--- src/design/tksi_pkg.sv ---
// Shared types, constants and name-cleanup function for the top-k sorted insert core.
// No dependencies; imported by tksi_cell and top_k_sorted_insert_core.
`default_nettype none

package tksi_pkg;

  // Default configuration
  localparam int ENTRIES_DEF    = 30;
  localparam int NAME_CHARS_DEF = 8;

  // Field widths
  localparam int SCORE_W = 32;
  localparam int NAME_W  = 64;
  localparam int RANK_W  = 5;
  localparam int IN_TDATA_W  = 96;
  localparam int OUT_TDATA_W = 8;

  // Reset name "Free", first character in the low byte
  localparam logic [NAME_W-1:0] FREE_NAME = 64'h0000_0000_6565_7246;
  localparam logic [7:0]        SPACE_CHAR = 8'h20;

  // One table entry
  typedef struct packed {
    logic signed [SCORE_W-1:0] score;
    logic [NAME_W-1:0]         name;
  } entry_t;

  // Keep only the low nchars bytes
  function automatic logic [NAME_W-1:0] limit_name(input logic [NAME_W-1:0] v,
                                                   input int nchars);
    logic [NAME_W-1:0] res;
    int i;
    res = '0;
    for (i = 0; i < 8; i++) begin
      if (i < nchars) res[8*i +: 8] = v[8*i +: 8];
    end
    return res;
  endfunction

  // Cut at the first zero byte, then turn trailing spaces into zeros
  function automatic logic [NAME_W-1:0] clean_name(input logic [NAME_W-1:0] raw,
                                                   input int nchars);
    logic [7:0]        in_name;
    logic [7:0]        live;
    logic [NAME_W-1:0] res;
    logic              run;
    logic              tail;
    int i;
    run  = 1'b1;
    tail = 1'b0;
    res  = '0;
    for (i = 0; i < 8; i++) begin
      run        = run && (i < nchars) && (raw[8*i +: 8] != 8'h00);
      in_name[i] = run;
      live[i]    = run && (raw[8*i +: 8] != SPACE_CHAR);
    end
    for (i = 7; i >= 0; i--) begin
      tail = tail | live[i];
      if (in_name[i] && tail) res[8*i +: 8] = raw[8*i +: 8];
    end
    return res;
  endfunction

endpackage

`default_nettype wire

--- src/design/tksi_cell.sv ---
// One slot of the sorted table: holds a score/name pair and compares it with the offered score.
// Depends on tksi_pkg.
`default_nettype none

module tksi_cell
  import tksi_pkg::*;
#(
  parameter int NAME_CHARS = NAME_CHARS_DEF
) (
  input  wire logic                      clk,
  input  wire logic                      rst_n,
  input  wire logic                      upd,        // beat accepted this cycle
  input  wire entry_t                    new_entry,  // offered pair, name cleaned
  input  wire logic                      prev_lower, // left neighbor is below offer
  input  wire entry_t                    prev_entry, // left neighbor's pair
  output      logic                      lower,      // this slot is below offer
  output      entry_t                    entry
);

  entry_t entry_r, entry_nxt;

  // Strictly lower stored score lets the offer in
  assign lower = (entry_r.score < new_entry.score);
  assign entry = entry_r;

  // Insert here, shift from the left, or hold
  always_comb begin
    entry_nxt = entry_r;
    if (upd) begin
      if (prev_lower) begin
        entry_nxt = prev_entry;
      end else if (lower) begin
        entry_nxt = new_entry;
      end
    end
  end

  always_ff @(posedge clk) begin
    if (!rst_n) begin
      entry_r.score <= '0;
      entry_r.name  <= limit_name(FREE_NAME, NAME_CHARS);
    end else begin
      entry_r <= entry_nxt;
    end
  end

endmodule

`default_nettype wire

--- config.mk ---
export PLATFORM = sky130hd
export DESIGN_NAME = tksi_cell
export DESIGN_NICKNAME = d
export VERILOG_FILES = /design/src/design/tksi_pkg.sv /design/src/design/tksi_cell.sv
export SDC_FILE = /design/constraint.sdc
export NUM_CORES = 1
export LEC_CHECK = 0
export BUFFER_PORTS_ARGS = -buffer_cell sky130_fd_sc_hd__buf_2
export CAP_MARGIN = 10
export CORE_ASPECT_RATIO = 0.5
export CORE_MARGIN = 5
export CORE_UTILIZATION = 50
export DETAILED_ROUTE_END_ITERATION = 10
export GPL_TIMING_DRIVEN = 0
export PLACE_DENSITY = 0.87
export SLEW_MARGIN = 15
export SYNTH_ARGS = -nofsm -noshare
export SYNTH_HDL_FRONTEND = slang
export SYNTH_SLANG_ARGS = --single-unit
--- constraint.sdc ---
create_clock -name clk -period 6.7 [get_ports clk]
set_clock_uncertainty 0.1 [all_clocks]
set_input_delay 0 -clock clk [delete_from_list [all_inputs] [get_ports clk]]
set_output_delay 0 -clock clk [all_outputs]
set_load 0.02 [all_outputs]
Yosys cells after proc, flatten, opt, wreduce, memory -nomap -nowiden
Cells that the tools add are included.

word-level totals
  register bits after elaboration = 96
  input port bits = 196
  output and inout bits = 97
  logic and storage cells = 7

operators by class
  order comparisons = 1
  muxes and demuxes = 2
  reduce and logical (&&, ||, !) cells = 2

operators by type and width
  cell                count
  $mux W96            2
  $lt A32 B32 Y1      1
  $reduce_and A2 Y1   1
  $reduce_bool A2 Y1  1

Longest topological paths before layout
Gate-level depths: netlist of the first run.

  depth in word-level cells = 3
  depth in mapped cells = 12
  mapped depth without buffers = 9

Worst setup path after synthesis of the first run
No wires, ideal clock.

  path type = register -> register
  from = reg entry_r, in the netlist entry[81]
  to = reg entry_r, in the netlist entry[12]
  setup time = 0.123 ns
  arrival time = 2.556 ns
  data required time = 6.477 ns
  slack = 3.921 ns
  cell stages (with the launch flop) = 11
  path buffers = 2
  period minus slack after synthesis = 2.779 ns
  cells stage by stage = dfxtp_1 -> ha_1 -> a21o_1 -> a221o_1 -> a21oi_1 -> o21ai_0 -> or4_1 -> o311a_1 -> buf_6 -> buf_6 -> mux2_1

on the way
  word-level cells in the longest chain between the ends = 3

RTL lines
  what                          line             text
  start: declaration            tksi_cell.sv:20  entry_t entry_r, entry_nxt;
  start signal: assignment      tksi_cell.sv:43  entry_r <= entry_nxt;
  $lt A32 B32 Y1                tksi_cell.sv:23  assign lower = (entry_r.score < new_entry.score);
  $reduce_bool A2 Y1 (no line)  n/a
  $reduce_and A2 Y1 (no line)   n/a

No other way between the ends.
A chain may end at the register's enable or synchronous reset.

Final worst setup path of the first run
  from = reg entry_r, in the netlist entry[95]
  to = reg entry_r, in the netlist entry[54]

The elaborated chain is that of the path after synthesis.

==> results of run 1 <==
## worst min-delay path, cell delays in order
cell     delay (ns)
buf_2          0.07
mux2_2         0.15
nand2_1        0.05
mux2i_1        0.12
## metal layers
layer,part of all wire [%],vias to the layer above
li1,-,3143
met1,35,3257
met2,50,455
met3,7.3,186
met4,8.1,0
met5,0,-
## cell usage after synthesis (all sizes together), types with 2 or more instances
cell    count  share of area [%]
inv        32                2.1
o21ai      35                3.1
nand2b     17                1.9
a21oi      10               0.88
dfxtp      96                 34
clkbuf     33                2.2
a21o        2               0.26
mux2       66                 13
buf        13                1.9
nand4       3               0.33
ha         31                6.8
nand2     217                 14
mux2i      96                 17
nor2        3               0.20
## final cells by class
type | count | share of cell area, %
Timing Repair Buffer | 444 | 32.5
Sequential cell | 96 | 20.9
Buffer | 46 | 2.50
Tap cell | 145 | 1.97
Inverter | 32 | 1.31
Antenna cell | 2 | 0.0544
Multi-Input combinational cell | 495 | 37.0
Clock inverter | 6 | 1.25
Clock buffer | 10 | 2.49
## power by group through the flow
| stage | clock (mW) | sequential (mW) | combinational (mW) |
|---|---|---|---|
| 5_1_grt | 0.632 | 0.656 | 0.576 |
| 4_1_cts | 0.604 | 0.649 | 0.513 |
| 2_1_floorplan | 0 | 0.717 | 0.207 |
| 6_report | 0.608 | 0.653 | 0.539 |
| 3_3_place_gp | 0 | 0.658 | 0.416 |
| 3_5_place_dp | 0 | 0.661 | 0.428 |
## logic make-up (layout without fill, tap and decap cells)
kind of cell    count (synthesis)  in the layout  share of synthesized area, %
buf+inv                        78            538                          6.17
fa+ha+maj                      31             31                          6.84
simple gates                  246            246                          17.5
mux                           162            162                          30.0
compound gates                 56             56                          5.62
other cells                     0              2                             0
flops                          96             96                          33.9
## cells in the final DEF, fill, tap and decap left out, drive strengths merged, types with 2 or more instances in the layout
| master | instances |
|---|---|
| dlygate4sd3 | 153 |
| clkbuf | 43 |
| nand2b | 17 |
| bufinv | 3 |
| diode | 2 |
| dfxtp | 96 |
| nand4 | 3 |
| mux2 | 66 |
| ha | 31 |
| a21oi | 10 |
| o21ai | 35 |
| nor2 | 3 |
| inv | 34 |
| buf | 304 |
| nand2 | 217 |
| mux2i | 96 |
| a21o | 2 |
## path summary, 6_finish.rpt
kind          endpoint  slack [ns]  cells past startpoint
max          entry[54]        3.44                     11
min           entry[4]      -0.007                      4
max reg2reg  entry[54]        3.44                     11
min reg2reg  entry[11]        0.36                      2
## through the flow
step | hold WS [ns] | instances
2_1_floorplan | 0.132 | 669
3_3_place_gp | 0.243 | 1105
3_5_place_dp | 0.250 | 1105
4_1_cts | 0.0000562 | 1274
5_1_grt | 0.00577 | 1275
6_report | -0.00701 | 1276
==> impl_metrics.json, run 1 <==
{
  "tightest_slew_ns": 0.748,
  "grt_max_degree": 17,
  "portBuffers": 291,
  "initial_core_util_pct": 51.4,
  "cp_max_fo": 10,
  "fmax_ghz": 0.307,
  "clkTransAtPathRegs_ns": 0.07,
  "grt.overflow.total": 0,
  "hold_violations": 3,
  "p_leak_nw": 4.60,
  "die_y_um": 85.3,
  "setup_slack_ns": 3.44,
  "synthFlopType": "dfxtp_1",
  "violations": "negative hold slack",
  "hold_ws_ns": -0.00701,
  "post_cts_buffers": 0,
  "insertion_delay_ns": 0.34,
  "cp_cell_sequence": "ha_1, nand4_1, nor4_1, nand4_1, o22ai_1, nor2_1, o311a_1, buf_6, buf_6, buf_6, mux2i_1",
  "cp.arrival_ns": 3.41,
  "rows": 27,
  "dieArea_mm2": 0.0137,
  "crit_slowest_cell": "nor4_1",
  "p_sw_mw": 0.550,
  "crit_top_cell": "buf_6",
  "avgRoutedWirePerCell_um": 19.0,
  "post_cts_resized": 0,
  "ys_ff_latch": 96,
  "synth_area_mm2": 0.00567,
  "vias_per_cell": 5.52,
  "worst_setup_path_end_kind": "flop",
  "core_area_mm2": 0.0110,
  "seq_area_frac_synth_pct": 33.9,
  "cp-start-kind": "flop",
  "period_share_pct": 48.7,
  "cts.sinks": 96,
  "fin_nets": 1351,
  "crit_buf_inv": 3,
  "rsz0062_at_grt": "no",
  "hold_path_class": "in2reg",
  "grt_use_total_pct": 34.5,
  "grt_pass1_wl_um": 37900,
  "critPathTopFamily": "simple AND/OR/NAND/NOR gates",
  "die_w_um": 161,
  "setup-tns-final_ns": 0,
  "grt_use_met3_pct": 9.17,
  "drive_above_1_share_pct": 33.5,
  "postRouteAntennaNets": 0,
  "grt_pass1_vias": 7643,
  "ys_warn_count": 0,
  "syn_area_per_cell_um2": 8.48,
  "netlist-cell-type-count": 32,
  "largest_reg_flops": 96,
  "cts_tree": "built",
  "grt_use_met1_pct": 34.9,
  "peakVddDrop_uv": 163,
  "dr_total_vias": 7041,
  "dr.pass1.iters": 7,
  "max_slew_margin_pct": 50.1,
  "numCtsBuffers": 9,
  "slowest_delay_ns": 0.52,
  "critical_path_class": "reg2reg",
  "multi_input_area_mm2": 0.00340,
  "fill_cells": 618,
  "status": "complete, but fails checks",
  "top_level_ports": 293,
  "setup_viol": 0,
  "ctsLongestPathBuffers": 2,
  "cts-hold-fix-buffers": 153,
  "r2r-start": "entry[95]",
  "dp_slack_ns": 3.83,
  "maxCapViolCount": 0,
  "drt_first_iter_violations": 443,
  "syn-num-nets": 896,
  "maxSlewViolCount": 0,
  "combPwrFrac_pct": 30.0,
  "p_int_mw": 1.25,
  "cts_htree_levels": 3,
  "drt-total-wl_um": 24200,
  "cellPowerDensity_mw_per_mm2": 196,
  "final_core_util_pct": 83.2,
  "hold_start": "new_entry[4]",
  "syn2layout_area_growth_pct": 62.0,
  "required_ns": 6.85,
  "grtUsageMet2_pct": 62.0,
  "p_sw_share_pct": 30.6,
  "layout_min_cycle_time_ns": 3.26,
  "final_area_mm2": 0.00919,
  "antenna_found_initial": 1,
  "synth_edf_count": 0,
  "clock-root-buffer": "clkbuf_16",
  "dp_hpwl_um": 14800,
  "postPlaceCellArea_mm2": 0.00731,
  "clkPwrFrac_pct": 33.8,
  "cp-startpoint": "entry[95]",
  "grt.busiest_layer": "met2",
  "p_total_mw": 1.80,
  "synthArstFlopShare_pct": 0,
  "remaining_drc_errors": 0,
  "gp_congestion": 0.914,
  "syn_inst": 669,
  "regArea_mm2": 0.00192,
  "pwr-share-seq_pct": 36.3
}
Note: power is estimated with default switching activity, not from simulation.
==> run 2: changes to the inputs <==
--- a/config.mk
+++ b/config.mk
@@ -9,10 +9,10 @@
 export CAP_MARGIN = 10
 export CORE_ASPECT_RATIO = 0.5
 export CORE_MARGIN = 5
-export CORE_UTILIZATION = 50
+export CORE_UTILIZATION = 46
 export DETAILED_ROUTE_END_ITERATION = 10
 export GPL_TIMING_DRIVEN = 0
-export PLACE_DENSITY = 0.87
+export PLACE_DENSITY = 0.81
 export SLEW_MARGIN = 15
 export SYNTH_ARGS = -nofsm -noshare
 export SYNTH_HDL_FRONTEND = slang
==> constraint.sdc (replaced) <==
create_clock -name clk -period 3.4 [get_ports clk]
set_clock_uncertainty 0.1 [all_clocks]
set_input_delay 0 -clock clk [delete_from_list [all_inputs] [get_ports clk]]
set_output_delay 0 -clock clk [all_outputs]
set_load 0.02 [all_outputs]
==> impl_metrics.json, run 2 (synthesis gave the netlist of run 1 again) <==
{
  "p_total_mw": 3.34,
  "r2r_cells": 10,
  "crit_cells": 8,
  "fin_cells": 1319,
  "setup_viol": 0,
  "hold_violations": 0,
  "numCtsBuffers": 9,
  "crit_slowest_cell": "dlygate4sd3_1",
  "cp_max_fo": 10,
  "peakVddDrop_uv": 321,
  "cts_tree": "built",
  "layout_common_cells": "295 x buf_2, 217 x nand2_1, 174 x dlygate4sd3_1",
  "postRouteAntennaNets": 0,
  "r2r-start": "entry[93]",
  "vias_per_cell": 5.22,
  "post_cts_buffers": 0,
  "cp-startpoint": "prev_lower",
  "syn2layout_area_growth_pct": 65.3,
  "gp_congestion": 0.897,
  "drt-total-wl_um": 22800,
  "hold_start": "prev_entry[95]",
  "avgRoutedWirePerCell_um": 17.3,
  "largest_reg_flops": 96,
  "required_ns": 3.52,
  "drive_above_1_share_pct": 33.0,
  "grt.overflow.total": 0,
  "setup-tns-final_ns": 0,
  "initial_core_util_pct": 47.5,
  "whs_path_depth": 5,
  "clkTransAtPathRegs_ns": 0.07,
  "status": "complete, no violations",
  "maxSlewViolCount": 0,
  "fin_nets": 1372,
  "die_w_um": 167,
  "hold_end": "entry[95]",
  "tightest_slew_ns": 0.791,
  "fmax_ghz": 0.339,
  "remaining_drc_errors": 0,
  "dp_hpwl_um": 14400,
  "slowest_delay_ns": 0.61,
  "grt_pass1_wl_um": 35600,
  "dr.pass1.iters": 5,
  "layout_min_cycle_time_ns": 2.95,
  "max_slew_margin_pct": 47.3,
  "rr_endpoint": "entry[12]",
  "cellPowerDensity_mw_per_mm2": 356,
  "die_y_um": 88.5,
  "ff2ff_setup_slack_ns": 0.46,
  "clock-root-buffer": "clkbuf_16",
  "insertion_delay_ns": 0.33,
  "antenna_found_initial": 3,
  "place_inst": 1125,
  "crit_buf_inv": 5,
  "portBuffers": 291,
  "dieArea_mm2": 0.0148,
  "dr_total_vias": 6887,
  "drt_first_iter_violations": 362,
  "cp_cell_sequence": "buf_2, clkbuf_1, clkbuf_1, mux2i_1, dlygate4sd3_1, nand2_1, dlygate4sd3_1, mux2_1",
  "ctsLongestPathBuffers": 2,
  "top_level_ports": 293,
  "grt_use_total_pct": 29.7,
  "core_area_mm2": 0.0119,
  "worst_setup_path_end_kind": "flop",
  "grt_pass1_vias": 7232,
  "p_leak_nw": 4.66,
  "cts.sinks": 96,
  "maxCapViolCount": 0,
  "hold_path_class": "in2reg",
  "layout_commonest_cell": "buf_2",
  "cp.arrival_ns": 3.07,
  "grt_max_degree": 17,
  "rows": 28,
  "critical_path_class": "in2reg",
  "cts_htree_levels": 3,
  "period_share_pct": 86.7,
  "cp-start-kind": "primary input",
  "critPathTopFamily": "buffers and inverters",
  "rsz0062_at_grt": "no"
}
## run 2: cell types whose count changed in the layout (fill, tap and decap cells not counted), sizes merged
cell         before  now
clkinv            0    3
clkbuf           43   44
bufinv            3    0
diode             2    4
dlygate4sd3     153  174
inv              34   33
## run 2: cell type report
type                            instances  area, um^2
Timing Repair Buffer                  465        3200
Inverter                               32         120
Clock buffer                           11         253
Tap cell                              165         206
Antenna cell                            4        10.0
Sequential cell                        96        1920
Multi-Input combinational cell        495        3400
Buffer                                 46         230
Clock inverter                          5        38.8
Fill cell                             760        2570
## run 2: metal layers
layer  vias up  part of all wire (%)  wire [um]  GRT usage [%]
met1      3203                    36       8220           31.3
met2       357                    50      11500           54.9
met5         -                 0.039          9              0
met3       143                   6.2       1420           6.16
li1       3182                     -          -              -
met4         2                   7.3       1660           20.6
## run 2: worst register-to-register path: stages (launching register included)
cell and delay (ns):
dfxtp_1 0.34, ha_1 0.31, nand4_1 0.15, nor4_1 0.48, nand2_1 0.12, o22ai_1 0.29
nor2_1 0.11, o311a_1 0.31, buf_6 0.15, buf_6 0.15, mux2_1 0.33
## run 2: what timing repair did
item,CTS,global route
setup endpoints to repair,0,0
gates resized for setup,0,0
endpoints found under the hold margin,88,0
hold buffers,174,0
## run 2: how the worst max path moves through the flow
stage	to	slack (ns)
finish	entry[12]	0.45
global route	entry[1]	0.28
CTS	entry[2]	0.52
detailed placement	entry[6]	0.53
global placement	entry[9]	0.57
floorplan	entry[12]	0.62
## run 2: report_power, final
group	internal, mW	switching [mW]	leakage (nW)
clock	0.541	0.450	0.142
sequential	1.22	0.0614	0.790
combinational	0.535	0.532	3.73
total	2.30	1.04	4.66
## run 2: metrics by stage
| stage | hold WS (ns) | worst slack [ns] | util [%] | cell area, um^2 |
|---|---|---|---|---|
| 6_report | 0.00306 | 0.451 | 78.5 | 9380 |
| 5_1_grt | 0.00845 | 0.282 | 78.5 | 9380 |
| 4_1_cts | 0.000108 | 0.518 | 78.4 | 9370 |
| 3_5_place_dp | 0.259 | 0.528 | 61.4 | 7340 |
| 3_3_place_gp | 0.250 | 0.571 | 61.4 | 7340 |
| 2_1_floorplan | 0.132 | 0.621 | - | 5670 |
